**src/hw/rtl/slbc_pkg.sv**
```systemverilog
package slbc_pkg;

	localparam int DUTY_W  = 14;
	localparam int COUNT_W = 16;
	localparam int CFG_W   = 16;
	localparam int CFG_IDX_W = 2;
	localparam int NUM_CH  = 3;

	localparam logic [DUTY_W-1:0] DUTY_MAX = '1;

	// Item kinds
	localparam logic [1:0] KIND_MODE = 2'd0;
	localparam logic [1:0] KIND_FAST = 2'd1;
	localparam logic [1:0] KIND_SLOW = 2'd2;

	// Mode flag positions
	localparam logic [2:0] MODE_DETECT  = 3'd0;
	localparam logic [2:0] MODE_START   = 3'd1;
	localparam logic [2:0] MODE_DOING   = 3'd2;
	localparam logic [2:0] MODE_END     = 3'd3;
	localparam logic [2:0] MODE_WARNING = 3'd4;

	// Configuration register indexes
	localparam logic [CFG_IDX_W-1:0] CFG_FULL_DUTY    = 2'd0;
	localparam logic [CFG_IDX_W-1:0] CFG_RAMP_STEP    = 2'd1;
	localparam logic [CFG_IDX_W-1:0] CFG_DETECT_LIMIT = 2'd2;

	// Ramp channels
	localparam int CH_RED   = 0;
	localparam int CH_GREEN = 1;
	localparam int CH_BLUE  = 2;

	localparam logic [DUTY_W-1:0]  RST_FULL_DUTY    = 14'd10000;
	localparam logic [DUTY_W-1:0]  RST_RAMP_STEP    = 14'd25;
	localparam logic [COUNT_W-1:0] RST_DETECT_LIMIT = 16'd100;

	typedef struct packed {
		logic [DUTY_W-1:0]  full_duty;
		logic [DUTY_W-1:0]  ramp_step;
		logic [COUNT_W-1:0] detect_limit;
	} slbc_cfg_t;

	typedef struct packed {
		logic              led1;
		logic              led2;
		logic              led3;
		logic [DUTY_W-1:0] red;
		logic [DUTY_W-1:0] green;
		logic [DUTY_W-1:0] blue;
	} slbc_result_t;

endpackage

```
**src/hw/rtl/slbc_ramp.sv**
```systemverilog
module slbc_ramp (
	input  logic [slbc_pkg::DUTY_W-1:0] duty,
	input  logic                        falling,
	input  slbc_pkg::slbc_cfg_t         cfg,
	output logic [slbc_pkg::DUTY_W-1:0] duty_next,
	output logic                        falling_next
);
	import slbc_pkg::*;

	logic [DUTY_W:0]   sum;
	logic [DUTY_W-1:0] risen;
	logic              turn;

	always_comb begin
		sum = {1'b0, duty} + {1'b0, cfg.ramp_step};
		if (falling) begin
			risen = duty;
		end else if (sum[DUTY_W]) begin
			risen = DUTY_MAX;
		end else begin
			risen = sum[DUTY_W-1:0];
		end
		turn = falling || (risen >= cfg.full_duty);
		if (turn) begin
			// fall saturates at zero
			duty_next = (risen > cfg.ramp_step) ? risen - cfg.ramp_step : '0;
		end else begin
			duty_next = risen;
		end
		falling_next = turn && (duty_next != '0);
	end

endmodule

```
**src/hw/rtl/slbc_core.sv**
```systemverilog
module slbc_core #(
	parameter int NUM_MODES = 5
) (
	input  logic                   clk,
	input  logic                   arst_n,
	input  logic                   fire,
	input  logic [1:0]             kind,
	input  logic [2:0]             mode,
	input  logic                   enable,
	input  slbc_pkg::slbc_cfg_t    cfg,
	output slbc_pkg::slbc_result_t res_next
);
	import slbc_pkg::*;

	logic [NUM_MODES-1:0] flags_q, flags_d, mode_hot, lowest;
	logic [7:0]           lowest8;
	logic [DUTY_W-1:0]    duty_q [NUM_CH];
	logic [DUTY_W-1:0]    duty_d [NUM_CH];
	logic                 falling_q [NUM_CH];
	logic                 falling_d [NUM_CH];
	logic [NUM_CH-1:0]    adv;
	logic [COUNT_W-1:0]   count_q, count_d;
	logic [2:0]           leds_q, leds_d;
	logic [DUTY_W-1:0]    ramp_duty [NUM_CH];
	logic                 ramp_fall [NUM_CH];
	logic                 is_fast, is_slow, any_flag;

	always_comb begin
		for (int i = 0; i < NUM_MODES; i++) begin
			mode_hot[i] = (mode == 3'(i));
		end
	end

	assign is_fast  = (kind == KIND_FAST);
	assign is_slow  = (kind == KIND_SLOW);
	assign any_flag = |flags_q;
	assign lowest   = flags_q & (~flags_q + NUM_MODES'(1));
	assign lowest8  = 8'(lowest);

	assign adv[CH_RED]   = is_slow || (is_fast && lowest8[MODE_WARNING]);
	assign adv[CH_GREEN] = is_slow || (is_fast && lowest8[MODE_START]);
	assign adv[CH_BLUE]  = is_slow || (is_fast && lowest8[MODE_DOING]);

	for (genvar c = 0; c < NUM_CH; c++) begin : g_ramp
		slbc_ramp u_ramp (
			.duty         (duty_q[c]),
			.falling      (falling_q[c]),
			.cfg          (cfg),
			.duty_next    (ramp_duty[c]),
			.falling_next (ramp_fall[c])
		);
		assign duty_d[c]    = adv[c] ? ramp_duty[c] : duty_q[c];
		assign falling_d[c] = adv[c] ? ramp_fall[c] : falling_q[c];
	end

	always_comb begin
		flags_d = flags_q;
		count_d = count_q;
		leds_d  = leds_q;
		if (kind == KIND_MODE) begin
			// a write beyond the mode count matches no bit
			if (enable) begin
				flags_d = flags_q | mode_hot;
			end else begin
				flags_d = flags_q & ~mode_hot;
			end
		end else if (is_fast) begin
			if (!any_flag) begin
				leds_d = '0;
			end else if (lowest8[MODE_DETECT]) begin
				leds_d[0] = ~leds_q[0];
				count_d   = count_q + COUNT_W'(1);
				if (count_q > cfg.detect_limit) begin
					count_d   = '0;
					leds_d[0] = 1'b0;
					leds_d[1] = 1'b1;
				end
			end else if (lowest8[MODE_END]) begin
				leds_d[2] = ~leds_q[2];
			end
		end
	end

	always_ff @(posedge clk or negedge arst_n) begin
		if (!arst_n) begin
			flags_q <= '0;
			count_q <= '0;
			leds_q  <= '0;
			for (int c = 0; c < NUM_CH; c++) begin
				duty_q[c]    <= '0;
				falling_q[c] <= 1'b0;
			end
		end else if (fire) begin
			flags_q <= flags_d;
			count_q <= count_d;
			leds_q  <= leds_d;
			for (int c = 0; c < NUM_CH; c++) begin
				duty_q[c]    <= duty_d[c];
				falling_q[c] <= falling_d[c];
			end
		end
	end

	assign res_next.led1  = leds_d[0];
	assign res_next.led2  = leds_d[1];
	assign res_next.led3  = leds_d[2];
	assign res_next.red   = duty_d[CH_RED];
	assign res_next.green = duty_d[CH_GREEN];
	assign res_next.blue  = duty_d[CH_BLUE];

endmodule

```
**src/hw/rtl/status_led_breathing_controller.sv**
```systemverilog
// Channel  Handshake             Beat payload
// in       in_valid / in_ready   kind, mode, enable
// out      out_valid / out_ready led1..3_level, red/green/blue_duty
// cfg      cfg_write_en          cfg_index, cfg_data
//
// One beat per cycle sustained. The input register feeds one pass of flag,
// counter and ramp logic straight into the result register. Input stalls
// only when both registers are full and out_ready is low. Reset clears
// flags, ramps, counter and LEDs and loads the register defaults; no
// clearing pass is needed.
module status_led_breathing_controller #(
	parameter int NUM_MODES = 5
) (
	input  logic                           clk,
	input  logic                           arst_n,
	input  logic                           in_valid,
	output logic                           in_ready,
	input  logic [1:0]                     kind,
	input  logic [2:0]                     mode,
	input  logic                           enable,
	output logic                           out_valid,
	input  logic                           out_ready,
	output logic                           led1_level,
	output logic                           led2_level,
	output logic                           led3_level,
	output logic [slbc_pkg::DUTY_W-1:0]    red_duty,
	output logic [slbc_pkg::DUTY_W-1:0]    green_duty,
	output logic [slbc_pkg::DUTY_W-1:0]    blue_duty,
	input  logic                           cfg_write_en,
	input  logic [slbc_pkg::CFG_IDX_W-1:0] cfg_index,
	input  logic [slbc_pkg::CFG_W-1:0]     cfg_data
);
	import slbc_pkg::*;

	slbc_cfg_t    cfg_q;
	slbc_result_t res_q, res_next;
	logic         valid_s1, out_valid_q, fire;
	logic [1:0]   kind_s1;
	logic [2:0]   mode_s1;
	logic         enable_s1;

	assign fire     = valid_s1 && (!out_valid_q || out_ready);
	assign in_ready = !valid_s1 || fire;

	always_ff @(posedge clk or negedge arst_n) begin
		if (!arst_n) begin
			cfg_q.full_duty    <= RST_FULL_DUTY;
			cfg_q.ramp_step    <= RST_RAMP_STEP;
			cfg_q.detect_limit <= RST_DETECT_LIMIT;
		end else if (cfg_write_en) begin
			case (cfg_index)
				CFG_FULL_DUTY:    cfg_q.full_duty    <= cfg_data[DUTY_W-1:0];
				CFG_RAMP_STEP:    cfg_q.ramp_step    <= cfg_data[DUTY_W-1:0];
				CFG_DETECT_LIMIT: cfg_q.detect_limit <= cfg_data[COUNT_W-1:0];
				default: ;
			endcase
		end
	end

	always_ff @(posedge clk or negedge arst_n) begin
		if (!arst_n) begin
			valid_s1    <= 1'b0;
			out_valid_q <= 1'b0;
		end else begin
			if (in_ready) begin
				valid_s1 <= in_valid;
			end
			if (fire) begin
				out_valid_q <= 1'b1;
			end else if (out_ready) begin
				out_valid_q <= 1'b0;
			end
		end
	end

	always_ff @(posedge clk) begin
		if (in_valid && in_ready) begin
			kind_s1   <= kind;
			mode_s1   <= mode;
			enable_s1 <= enable;
		end
		if (fire) begin
			res_q <= res_next;
		end
	end

	slbc_core #(
		.NUM_MODES (NUM_MODES)
	) u_core (
		.clk      (clk),
		.arst_n   (arst_n),
		.fire     (fire),
		.kind     (kind_s1),
		.mode     (mode_s1),
		.enable   (enable_s1),
		.cfg      (cfg_q),
		.res_next (res_next)
	);

	assign out_valid  = out_valid_q;
	assign led1_level = res_q.led1;
	assign led2_level = res_q.led2;
	assign led3_level = res_q.led3;
	assign red_duty   = res_q.red;
	assign green_duty = res_q.green;
	assign blue_duty  = res_q.blue;

endmodule
```
**config.mk**
```make
export PLATFORM = sky130hd
export DESIGN_NAME = status_led_breathing_controller
export DESIGN_NICKNAME = d
export VERILOG_FILES = /design/src/hw/rtl/slbc_pkg.sv /design/src/hw/rtl/slbc_ramp.sv /design/src/hw/rtl/slbc_core.sv /design/src/hw/rtl/status_led_breathing_controller.sv
export SDC_FILE = /design/constraint.sdc
export NUM_CORES = 1
export LEC_CHECK = 0
export BUFFER_PORTS_ARGS = -buffer_cell sky130_fd_sc_hd__buf_2
export CORE_ASPECT_RATIO = 0.9
export CORE_MARGIN = 10
export CORE_UTILIZATION = 50
export DETAILED_ROUTE_END_ITERATION = 8
export PLACE_DENSITY_LB_ADDON = 0.15
export SYNTH_ARGS = -nofsm -noshare
export SYNTH_HDL_FRONTEND = slang
export SYNTH_HIERARCHICAL = 1
export SYNTH_SLANG_ARGS = --single-unit
```
**constraint.sdc**
```tcl
create_clock -name clk -period 5.7 [get_ports clk]
set_clock_uncertainty 0.15 [all_clocks]
set_input_delay 1.14 -clock clk [delete_from_list [all_inputs] [get_ports clk]]
set_output_delay 1.14 -clock clk [all_outputs]
set_load 0.01 [all_outputs]
```
==> Yosys cells after proc, flatten, opt, wreduce, memory -nomap -nowiden <==
Cells that the tools add are included.
{ "op_classes": {"addsub": 8, "order_cmp": 7, "n_eq_ne": 8, "mux": 26, "bitwise_logic": 8, "n_reduce_logical": 34} }
{ "op_table": {"columns": ["op", "n"], "rows": [
  ["$mux 14", 15],
  ["$add 14x14->15", 3],
  ["$ge 14x14->1", 3],
  ["$gt 14x14->1", 3],
  ["$reduce_bool 14->1", 3],
  ["$sub 14x14->14", 3],
  ["$add 16x1->16 const B", 1],
  ["$gt 16x16->1", 1],
  ["$mux 16", 1],
  ["$reduce_and 2->1", 7],
  ["$and 5x5->5", 2],
  ["$not 5->5", 2],
  ["$mux 3", 3],
  ["$logic_and 1x1->1", 8],
  ["$logic_or 1x1->1", 8],
  ["$eq 3x2->1 const B", 2],
  ["$add 5x1->5 const B", 1],
  ["$mux 5", 1],
  ["$or 5x5->5", 1],
  ["$reduce_and 5->1", 1],
  ["$reduce_or 5->1", 1],
  ["$eq 2x1->1 const B", 2],
  ["$eq 2x2->1 const B", 2],
  ["$logic_not 2->1", 2],
  ["8 further kinds", 15]
]} }
{ "word_totals": {"reg_bits": 166, "inputBits": 29, "out_inout_bits": 47, "word_cells": 114} }

==> Depth between registers and ports, before layout <==
Gate-level depths: netlist (run 1).
{ "logic_depth": {"ltp_word": 8, "mapped_depth": 21, "ltp_nobuf": 20} }

==> Modules after synthesis <==
Netlist (run 1), hierarchy kept.
{ "by_module_without_submodules": {"columns": ["module", "n_inst", "cells_per_inst", "area_per_inst_um2", "seq_area_each_um2"], "rows": [
  ["slbc_ramp (u_core.g_ramp[0].u_ramp ...)", 2, 300, 2155.8, 0.0],
  ["slbc_core", 1, 340, 4000.1, 1726.7],
  ["status_led_breathing_controller", 1, 153, 3296.9, 2696.3],
  ["slbc_ramp (u_core.g_ramp[2].u_ramp)", 1, 306, 2184.6, 0.0]
]} }

==> Worst setup path before layout (run 1) <==
OpenSTA, ideal clock, no wires.
{ "synth_timing": {"path_type": "register -> register", "start": "reg cfg_q[16] (netlist bit)", "end": "reg u_core/falling_q[0] (netlist bit)", "setup_ps": 125, "arrival_time_ps": 4745, "t_required_ps": 5425, "slack_ps": 680, "stages_incl_launch_ff": 21, "path_buffers": 1, "period_less_slack_ps": 5020, "path_cell_list": "dfstp_2 > ha_1 > fa_1 > a211oi_2 > o31ai_2 > a2111oi_4 > o21ai_4 > buf_6 > o22ai_1 > ha_1 > inv_1 > fa_1 > a21o_1 > a221o_1 > a211oi_2 > nor2_2 > nand2_2 > o22ai_1 > nor4_2 > a41oi_1 > mux2_2"} }
{ "synth_lines": {"columns": ["item", "line", "source"], "rows": [
  ["start: declaration", "status_led_breathing_controller.sv:35", "slbc_cfg_t cfg_q;"],
  ["end signal: indexed assignment", "slbc_core.sv:99", "falling_q[c] <= falling_d[c];"],
  ["end: declaration", "slbc_core.sv:19", "logic falling_q [NUM_CH];"]
]} }

==> results of run 1 <==
logic make-up after synthesis:
kind of cell	synth area share, %
AND/OR/NAND/NOR	12.5
buffers and inverters	5.47
adder cells (fa/ha/maj)	13.8
XOR/XNOR	4.38
AO/OA/AOI/OAI	19.9
multiplexers	11.8
flip-flops	32.1
sequential cells by signal, summed over array words and instances (netlist names), 14 cells and up, named ones only:
name	cells
blue_duty	14
cfg_q	44
green_duty	14
red_duty	14
u_core/count_q	16
u_core/duty_q	42
metrics by stage:
stage                     utilization, %  area (um^2)  setup slack, ns  instances
after floorplan                        -        13800            0.680       1399
after global placement              54.1        14700            0.292       1830
after detailed placement            54.1        14700            0.266       1830
after CTS                           56.1        15200            0.248       1862
after global routing                56.4        15300          0.00896       1866
final                               56.4        15300            0.208       1867
area by class of cell:
| class | instances | area share, % |
|---|---|---|
| diodes | 1 | 0.0164 |
| clock buffers | 19 | 2.83 |
| clock inverters | 13 | 0.761 |
| inverters | 139 | 3.41 |
| multi-input cells | 1060 | 56.6 |
| flip-flops and latches | 166 | 29.0 |
| well taps | 354 | 2.90 |
| repair buffers | 115 | 4.52 |
worst max-delay path: stages, from the launching register on:
cell and delay [ns]:
dfstp_2 0.43, ha_1 0.25, fa_1 0.45, a211oi_2 0.31, o31ai_2 0.15, a2111oi_4 0.40
o21ai_4 0.19, a2111oi_4 0.38, a21oi_1 0.11, ha_1 0.35, a22oi_1 0.18, o211ai_1 0.13
a2111oi_0 0.47, nand2_1 0.23, buf_4 0.24, nand2_2 0.14, o22ai_1 0.15, nor4_2 0.28
a41oi_1 0.13, mux2_2 0.27
Yosys cell counts, types with 5 or more instances:
library cell  number
o31ai_1            8
and4_1             9
inv_1            137
edfxtp_1          51
xor2_1            26
nand4_1           12
mux2_2           129
nand3b_1           9
mux2_4            10
buf_6              6
fa_1               6
and2_1             6
o211ai_1          20
nand2b_1          16
dfstp_2           11
o21bai_1          11
nand2_1           66
nor2b_1           11
a21oi_2            5
o2bb2ai_1         10
buf_2             18
a31oi_1            8
o22a_1            15
o2111ai_1          6
nor3_1            21
nor3b_1            5
a21oi_1           88
a21o_1            29
and3_1            12
ha_1             143
a22oi_1            5
o21a_1            14
o22ai_1           18
nor2_1            83
nor4_1             8
o41ai_1            5
a211oi_1          11
nand3_1           28
dfrtp_1          104
o21ai_0           59
xnor2_1           43
final timing paths:
kind	start	end	slack (ns)	cells past startpoint
hold / removal	valid_s1	out_valid	0.34	1
max in group asynchronous	arst_n	cfg_q[6]	3.77	2
setup / recovery	cfg_q[16]	u_core/falling_q[0]	0.21	19
min in group asynchronous	arst_n	u_core/duty_q[39]	0.59	1
hold reg to reg	valid_s1	out_valid	0.34	1
setup reg to reg	cfg_q[16]	u_core/falling_q[0]	0.21	19
routing by layer:
layer	up-vias	track usage, %
li1	5405	-
met2	426	34.3
met5	-	0
met1	5506	32.2
met4	0	5.34
met3	40	4.75
timing repair:
item | 4_1_cts | 5_1_grt
resized for setup | 0 | 8
endpoints found under the setup margin | 0 | 4
buffers inserted | 0 | 4
==> flow_metrics.env, run 1 <==
export IMPL_synthDominantAreaCellType="dfrtp_1"
export IMPL_numPortBuffers=75
export IMPL_synthArstFlopShare_pct=69.3
export IMPL_cts_made_buffers=17
export IMPL_drv_slew=0
export IMPL_wl_per_cell_um=21.3
export IMPL_layout_common_cells="ha_1, inv_1, mux2_2"
export IMPL_ys_seq_area_share_pct=32.1
export IMPL_cp_start_kind="register"
export IMPL_syn_num_nets=1577
export IMPL_antenna_left=0
export IMPL_drt_met1_wl_um=18900
export IMPL_fill_cells=2458
export IMPL_synth_edf_count=51
export IMPL_insertion_delay_ns=0.44
export IMPL_htreeDepth=4
export IMPL_drc=0
export IMPL_grt_pass1_wl_um=62700
export IMPL_synth_top_area_share_pct=18.9
export IMPL_viasPerCell=6.09
export IMPL_fin_crit_ns=5.49
export IMPL_regArea_um2=4420
export IMPL_start_util_pct=50.9
export IMPL_setup_viol=0
export IMPL_gp_congestion=0.975
export IMPL_cp_end_kind="register"
export IMPL_ys_flop_type="dfrtp_1"
export IMPL_synthCells=1399
export IMPL_dpl_hpwl_um=30600
export IMPL_worst_pin_slew_ns=0.827
export IMPL_grt_pass1_vias=11057
export IMPL_met3WireLength_um=2890
export IMPL_die_h_um=178
export IMPL_grt_max_degree=47
export IMPL_wl_met2_um=17400
export IMPL_top_layer="met4"
export IMPL_relSlewSlack_pct=44.9
export IMPL_cp_required_ns=5.87
export IMPL_final_common_cell="ha_1"
export IMPL_ios=76
export IMPL_ys_top_cells_by_area="dfrtp_1, ha_1, edfxtp_1"
export IMPL_multiInputGateArea_um2=8650
export IMPL_core_um2=27100
export IMPL_cp_max_fo=13
export IMPL_final_nets=1677
export IMPL_clock_sinks=166
export IMPL_critical_path_arrival_ns=5.67
export IMPL_hold_slack_ns=0.337
export IMPL_period_share_pct=96.4
export IMPL_first_iter_violations=1002
export IMPL_syn_to_final_growth_pct=10.8
export IMPL_grt_overflow=0
export IMPL_outcome="finished, final reports clean"
export IMPL_crit_type="reg -> reg"
export IMPL_netlist_area_um2=13800
export IMPL_vias=11377
export IMPL_clk_pin_slew_ns=0.07
export IMPL_std_cell_rows=57
export IMPL_tritoncts="yes"
export IMPL_timing_setup_tns_ns=0
export IMPL_drive_above_1_share_pct=23.7
export IMPL_root_buffer="clkbuf_16"
export IMPL_dieWidth_um=195
export IMPL_synth_area_per_cell_um2=9.86
export IMPL_finalHoldViolCount=0
export IMPL_clock_path_buffers=2
export IMPL_fmax_mhz=182
export IMPL_synth_seq_cells=166
export IMPL_hold_path_class="reg -> reg"
export IMPL_dieArea_um2=34600
export IMPL_ctsHoldBuffers=0
export IMPL_dr_pass1_iters=5
export IMPL_ys_warn_count=6
export IMPL_synth_cell_types=103
export IMPL_antenna_found_initial=1
export IMPL_wl_um=39700
export IMPL_rsz0062_at_grt="no"
export IMPL_drv_cap=0
export IMPL_grtUsageTotal_pct=22.6
Power of run 1 is left out: the tool's default activity adds up to more than one toggle a clock period on the data nets, which glitch-free logic cannot reach.
==> inputs of run 2 (changes only) <==
--- a/config.mk
+++ b/config.mk
@@ -9,6 +9,7 @@
 export CORE_ASPECT_RATIO = 0.9
 export CORE_MARGIN = 10
 export CORE_UTILIZATION = 50
+export CTS_BUF_LIST = sky130_fd_sc_hd__clkbuf_2
 export DETAILED_ROUTE_END_ITERATION = 8
 export PLACE_DENSITY_LB_ADDON = 0.15
 export SYNTH_ARGS = -nofsm -noshare
==> run 2 against run 1 <==
  * Sequential share of layout area increased by 0.63 points
  * Cell area decreased by 2.1%
  * Maximum frequency is 0.93% higher
  * Critical path depth stayed put
  * Via count shrank 0.32%
  * Critical path type unchanged
==> flow_metrics.env, run 2 (synthesis gave the netlist of run 1 again) <==
export IMPL_outcome="finished, final reports clean"
export IMPL_cts_made_buffers=17
export IMPL_final_common_cell="ha_1"
export IMPL_cp_start_kind="register"
export IMPL_tritoncts="yes"
export IMPL_ctsHoldBuffers=0
export IMPL_insertion_delay_ns=0.83
export IMPL_root_buffer="clkbuf_2"
export IMPL_numPortBuffers=75
export IMPL_grt_max_degree=47
export IMPL_cp_required_ns=6.28
export IMPL_drive_above_1_share_pct=24.0
export IMPL_max_flop_register="cfg_q"
export IMPL_htreeDepth=4
export IMPL_post_route_util_pct=55.2
export IMPL_rsz0062_at_grt="no"
export IMPL_fmax_mhz=184
export IMPL_drv_cap=0
export IMPL_dr_pass1_iters=5
export IMPL_period_share_pct=95.5
export IMPL_antenna_left=0
export IMPL_fin_crit_ns=5.44
export IMPL_critical_path_arrival_ns=6.02
export IMPL_cp_end_kind="register"
export IMPL_grt_pass1_wl_um=62300
export IMPL_biggestRegsByFlops="cfg_q (44), u_core/duty_q (42), u_core/count_q (16)"
export IMPL_dieWidth_um=195
export IMPL_ios=76
export IMPL_die_h_um=178
export IMPL_syn_to_final_growth_pct=8.45
export IMPL_first_iter_violations=886
export IMPL_viasPerCell=6.06
export IMPL_grt_overflow=0
export IMPL_antenna_found_initial=1
export IMPL_worst_pin_slew_ns=0.808
export IMPL_clock_path_buffers=2
export IMPL_dpl_hpwl_um=30600
export IMPL_final_nets=1680
export IMPL_gp_congestion=0.975
export IMPL_largest_register_ffs=44
export IMPL_clock_sinks=166
export IMPL_crit_type="reg -> reg"
export IMPL_core_um2=27100
export IMPL_timing_setup_tns_ns=0
export IMPL_grt_pass1_vias=10977
export IMPL_dieArea_um2=34600
export IMPL_drc=0
export IMPL_setup_viol=0
export IMPL_relSlewSlack_pct=46.1
export IMPL_grtUsageTotal_pct=22.5
export IMPL_clk_pin_slew_ns=0.32
export IMPL_cp_max_fo=11
export IMPL_start_util_pct=50.9
export IMPL_drv_slew=0
export IMPL_wl_per_cell_um=21.1
export IMPL_layout_common_cells="ha_1, inv_1, mux2_2"
export IMPL_wl_um=39400
export IMPL_std_cell_rows=57
export IMPL_finalHoldViolCount=0
export IMPL_vias=11341
export IMPL_hold_path_class="in -> async"
run 2: cell count changes in the layout (fill, tap and decap cells not counted), sizes merged:
cell,delta
buf,+3
run 2: metrics by stage:
step	cells	instance area (um^2)	hold slack (ns)	setup slack, ns
floorplan	1399	13800	0.299	0.680
global placement	1830	14700	0.323	0.292
detailed placement	1830	14700	0.319	0.266
CTS	1862	14900	0.141	0.262
global route	1870	15000	0.148	0.00404
finish	1870	15000	0.146	0.259
run 2: final cells by class:
cell class                      instances  area, um^2
Antenna cell                            1        2.50
Sequential cell                       166        4430
Tap cell                              354         443
Multi-Input combinational cell       1060        8640
Fill cell                            2502       12100
Timing Repair Buffer                  118         713
Clock buffer                           19        95.1
Inverter                              139         522
Clock inverter                         13         116
run 2: layer usage:
layer,global-route usage (%),routed length [um]
met1,32.2,18700
met2,33.8,17100
met3,4.60,2970
met4,5.69,592
met5,0,0
run 2: final timing paths:
| path | startpoint | to | slack [ns] | depth (start not counted) |
|---|---|---|---|---|
| worst max register to register | cfg_q[16] | u_core/falling_q[0] | 0.26 | 19 |
| worst min-delay path | arst_n | u_core/falling_q[1] | 0.15 | 1 |
| worst min register to register | valid_s1 | out_valid | 0.37 | 1 |
| max in group asynchronous | arst_n | cfg_q[27] | 4.17 | 2 |
| min in group clk | kind[1] | kind_s1[1] | 0.32 | 1 |
| worst max-delay path | cfg_q[16] | u_core/falling_q[0] | 0.26 | 19 |
run 2: timing repair:
action                     4_1_cts  5_1_grt
gates resized for setup          0        7
setup buffers                    0        7
setup endpoints to repair        0        4
run 2: worst max-delay path, cell delays in order, from the launching register on:
cell,delay (ns)
dfstp_2,0.48
ha_1,0.25
fa_1,0.44
a211oi_2,0.30
o31ai_2,0.15
a2111oi_4,0.45
o21ai_4,0.17
o22ai_1,0.21
ha_1,0.25
inv_1,0.08
fa_1,0.43
a21o_1,0.21
a221o_1,0.38
a211oi_2,0.29
nor2_2,0.14
nand2_2,0.17
o22ai_1,0.15
nor4_2,0.28
a41oi_1,0.14
mux2_2,0.27
Power of run 2 is left out for the same reason.
==> inputs of run 3 (changes only) <==
--- a/config.mk
+++ b/config.mk
@@ -5,6 +5,7 @@
 export SDC_FILE = /design/constraint.sdc
 export NUM_CORES = 1
 export LEC_CHECK = 0
+export ABC_AREA = 1
 export BUFFER_PORTS_ARGS = -buffer_cell sky130_fd_sc_hd__buf_2
 export CORE_ASPECT_RATIO = 0.9
 export CORE_MARGIN = 10
==> run 3 against run 2 <==
  * Wire length rose by 15%
  * Count of clock-buffer cells in the layout fell by 1
  * Via count up 32%
  * Worst hold slack improved by 0.0021 ns
  * Maximum frequency rose by 8.2%
  * Die area increased by 13%
  * Cell area up 12%
  * Synthesized cell count increased by 70%
  * Sequential cell count is the same
  * Critical path depth increased by 5
  * Setup slack better by 0.41 ns
  * First-iteration DRC count increased by 39%
  * Largest cell class unchanged
==> flow_metrics.env, run 3 <==
export IMPL_wl_um=45300
export IMPL_grt_overflow=0
export IMPL_critPathSlowestCell="dfstp_2"
export IMPL_r2r_start="cfg_q[16]"
export IMPL_netlist_area_um2=15800
export IMPL_die_h_um=189
export IMPL_drive_above_1_share_pct=11.6
export IMPL_synth_top_area_share_pct=17.5
export IMPL_postLayoutSetupSlackWorst_ns=0.672
export IMPL_core_um2=31100
export IMPL_powerDensity_nw_per_um2=599
export IMPL_ctsHoldBuffers=0
export IMPL_critical_path_arrival_ns=5.64
export IMPL_max_flop_register="cfg_q"
export IMPL_grt_pass1_vias=14220
export IMPL_htreeDepth=4
export IMPL_dieWidth_um=208
export IMPL_rsz0062_at_grt="no"
export IMPL_ir_drop_v=0.000290
export IMPL_clk_pin_slew_ns=0.30
export IMPL_ys_top_cells_by_area="nand2_1, dfrtp_1, ha_1"
export IMPL_grt_pass1_wl_um=73500
export IMPL_synth_seq_cells=166
export IMPL_ys_seq_area_share_pct=27.9
export IMPL_crit_chain="ha_1 > fa_1 > nand2_1 > nand2_1 > nand3_1 > nand2_1 > nand2_2 > nand3_4 > inv_2 > a21boi_0 > ha_1 > nand2_2 > inv_2 > nand2_1 > nand2_1 > a21oi_2 > nand4_2 > nand3_1 > nand2_1 > nor2_1 > nand3_1 > nor2_1 > nor2_1 > mux2_1"
export IMPL_synth_edf_count=51
export IMPL_biggestRegsByFlops="cfg_q (44), u_core/duty_q (42), u_core/count_q (16)"
export IMPL_switchingPower_uw=5710
export IMPL_largest_register_ffs=44
export IMPL_antenna_left=0
export IMPL_drv_cap=0
export IMPL_worst_pin_slew_ns=1.02
export IMPL_finalHoldViolCount=0
export IMPL_drv_slew=0
export IMPL_synth_most_common_cell="nand2_1"
export IMPL_std_cell_rows=61
export IMPL_wl_per_cell_um=15.8
export IMPL_cts_made_buffers=17
export IMPL_antenna_found_initial=3
export IMPL_cts_resized=0
export IMPL_first_iter_violations=1228
export IMPL_fill_cells=3170
export IMPL_clock_path_buffers=2
export IMPL_dr_pass1_iters=7
export IMPL_period_share_pct=88.2
export IMPL_final_common_cell="nand2_1"
export IMPL_clock_power_share_pct=7.0
export IMPL_cpMostUsedCell="nand2_1"
export IMPL_cpPeakStageDelay_ns=0.76
export IMPL_clock_sinks=166
export IMPL_power_uw=10000
export IMPL_dpl_hpwl_um=36300
export IMPL_gp_congestion=0.984
export IMPL_ys_warn_count=6
export IMPL_crit_type="reg -> reg"
export IMPL_relSlewSlack_pct=32.1
export IMPL_grt_max_degree=64
export IMPL_root_buffer="clkbuf_2"
export IMPL_syn_to_final_growth_pct=5.82
export IMPL_synthDominantAreaCellType="nand2_1"
export IMPL_pwr_share_comb_pct=73.6
export IMPL_viasPerCell=5.25
export IMPL_finalNonFillerCells=2863
export IMPL_synthCells=2383
export IMPL_post_cts_buffers=0
export IMPL_insertion_delay_ns=0.86
export IMPL_numPortBuffers=75
export IMPL_final_nets=2618
export IMPL_ios=76
export IMPL_synth_area_per_cell_um2=6.65
export IMPL_synthTopCellsByCount="nand2_1, inv_1, nor2_1, nand3_1, ha_1"
export IMPL_tritoncts="yes"
export IMPL_synth_cell_types=50
export IMPL_cp_end_kind="register"
export IMPL_worstSetupStartpoint="cfg_q[16]"
export IMPL_cellLeakagePower_uw=0.00945
export IMPL_dieArea_um2=39200
export IMPL_setup_viol=0
export IMPL_layout_common_cells="nand2_1, inv_1, nor2_1"
export IMPL_outcome="finished, final reports clean"
export IMPL_ys_flop_type="dfrtp_1"
export IMPL_synthArstFlopShare_pct=69.3
export IMPL_r2r_cells=24
export IMPL_grtUsageTotal_pct=23.0
export IMPL_vias=15017
export IMPL_cp_max_fo=14
export IMPL_dp_cells=2830
export IMPL_internal_power_uw=4330
export IMPL_pre_cts_ws_ns=0.882
export IMPL_regArea_um2=4420
export IMPL_fin_crit_ns=5.03
export IMPL_seqPwrFrac_pct=19.4
export IMPL_start_util_pct=51.0
export IMPL_multiInputGateArea_um2=9440
export IMPL_cp_required_ns=6.31
export IMPL_timing_setup_tns_ns=0
export IMPL_hold_path_class="in -> async"
export IMPL_drc=0
export IMPL_syn_num_nets=2561
export IMPL_cp_start_kind="register"
export IMPL_fmax_mhz=199
export IMPL_switching_share_pct=56.9
==> run 3: cell types whose count changed after synthesis, moves of 37 or more <==
cell | before | now
nor2_1 | 83 | 182
nand4_1 | 12 | 76
or2_2 | 4 | 41
mux2_2 | 129 | 1
nand3_1 | 28 | 154
xnor2_1 | 43 | 1
nand2_1 | 66 | 737
inv_1 | 137 | 430
==> run 3: cell type report <==
type                       count  area share (%)
sequential                   166            26.4
clock buffer                  18           0.538
clock inverter                14           0.978
tap                          409            3.05
antenna                        1          0.0149
inverter                     451            10.1
multi-input combinational   1722            56.3
timing repair buffer          82            2.57
==> run 3: stage by stage <==
stage          hold WS (ns)  utilization [%]  instance area [um^2]
2_1_floorplan         0.292                -                 15800
3_3_place_gp          0.304             53.1                 16500
3_5_place_dp          0.306             53.1                 16500
4_1_cts              0.0857             53.9                 16800
5_1_grt              0.0927             53.9                 16800
6_report              0.148             53.9                 16800
==> run 3: metal layers <==
| metal | vias to the layer above | GRT usage (%) | share of wire (%) |
|---|---|---|---|
| met2 | 401 | 37.1 | 45 |
| li1 | 7659 | - | - |
| met1 | 6907 | 31.4 | 48 |
| met5 | - | 0 | 0.029 |
| met4 | 2 | 5.97 | 1.8 |
| met3 | 48 | 3.62 | 5.6 |
==> run 3: cells by family after synthesis <==
family / after synthesis / synth area share, %
flip-flops: 166 / 27.9
multiplexers: 3 / 0.213
buffers and inverters: 495 / 12.6
AO/OA/AOI/OAI: 230 / 8.06
adder cells (fa/ha/maj): 149 / 12.1
XOR/XNOR: 20 / 1.11
AND/OR/NAND/NOR: 1320 / 38.0
==> run 3: power by group through the flow <==
stage / Clock [uW] / Combinational, uW / Sequential, uW
after CTS: 736 / 7270 / 1950
after detailed placement: 0 / 7230 / 1970
final: 703 / 7390 / 1950
after global routing: 788 / 8380 / 1990
after floorplan: 0 / 5540 / 1840
after global placement: 0 / 7160 / 1960
==> run 3: worst paths after layout <==
kind                       slack [ns]                   to
setup / recovery                 0.67  u_core/falling_q[1]
hold / removal                   0.15    u_core/duty_q[10]
hold reg to reg                  0.33             cfg_q[2]
min in group clk                 0.31           mode_s1[2]
max in group asynchronous        4.23            out_valid
setup reg to reg                 0.67  u_core/falling_q[1]
==> run 3: worst max-delay path: cells and delay by family (launching register included) <==
family | cells | cell delay [ns]
and+or+nand+nor | 16 | 1.95
AOI/OAI and AO/OA | 2 | 0.71
buffers and inverters | 2 | 0.14
adders and majority gates | 3 | 0.91
DFF | 1 | 0.76
muxes | 1 | 0.28
Note: power is estimated with default switching activity, not from simulation.
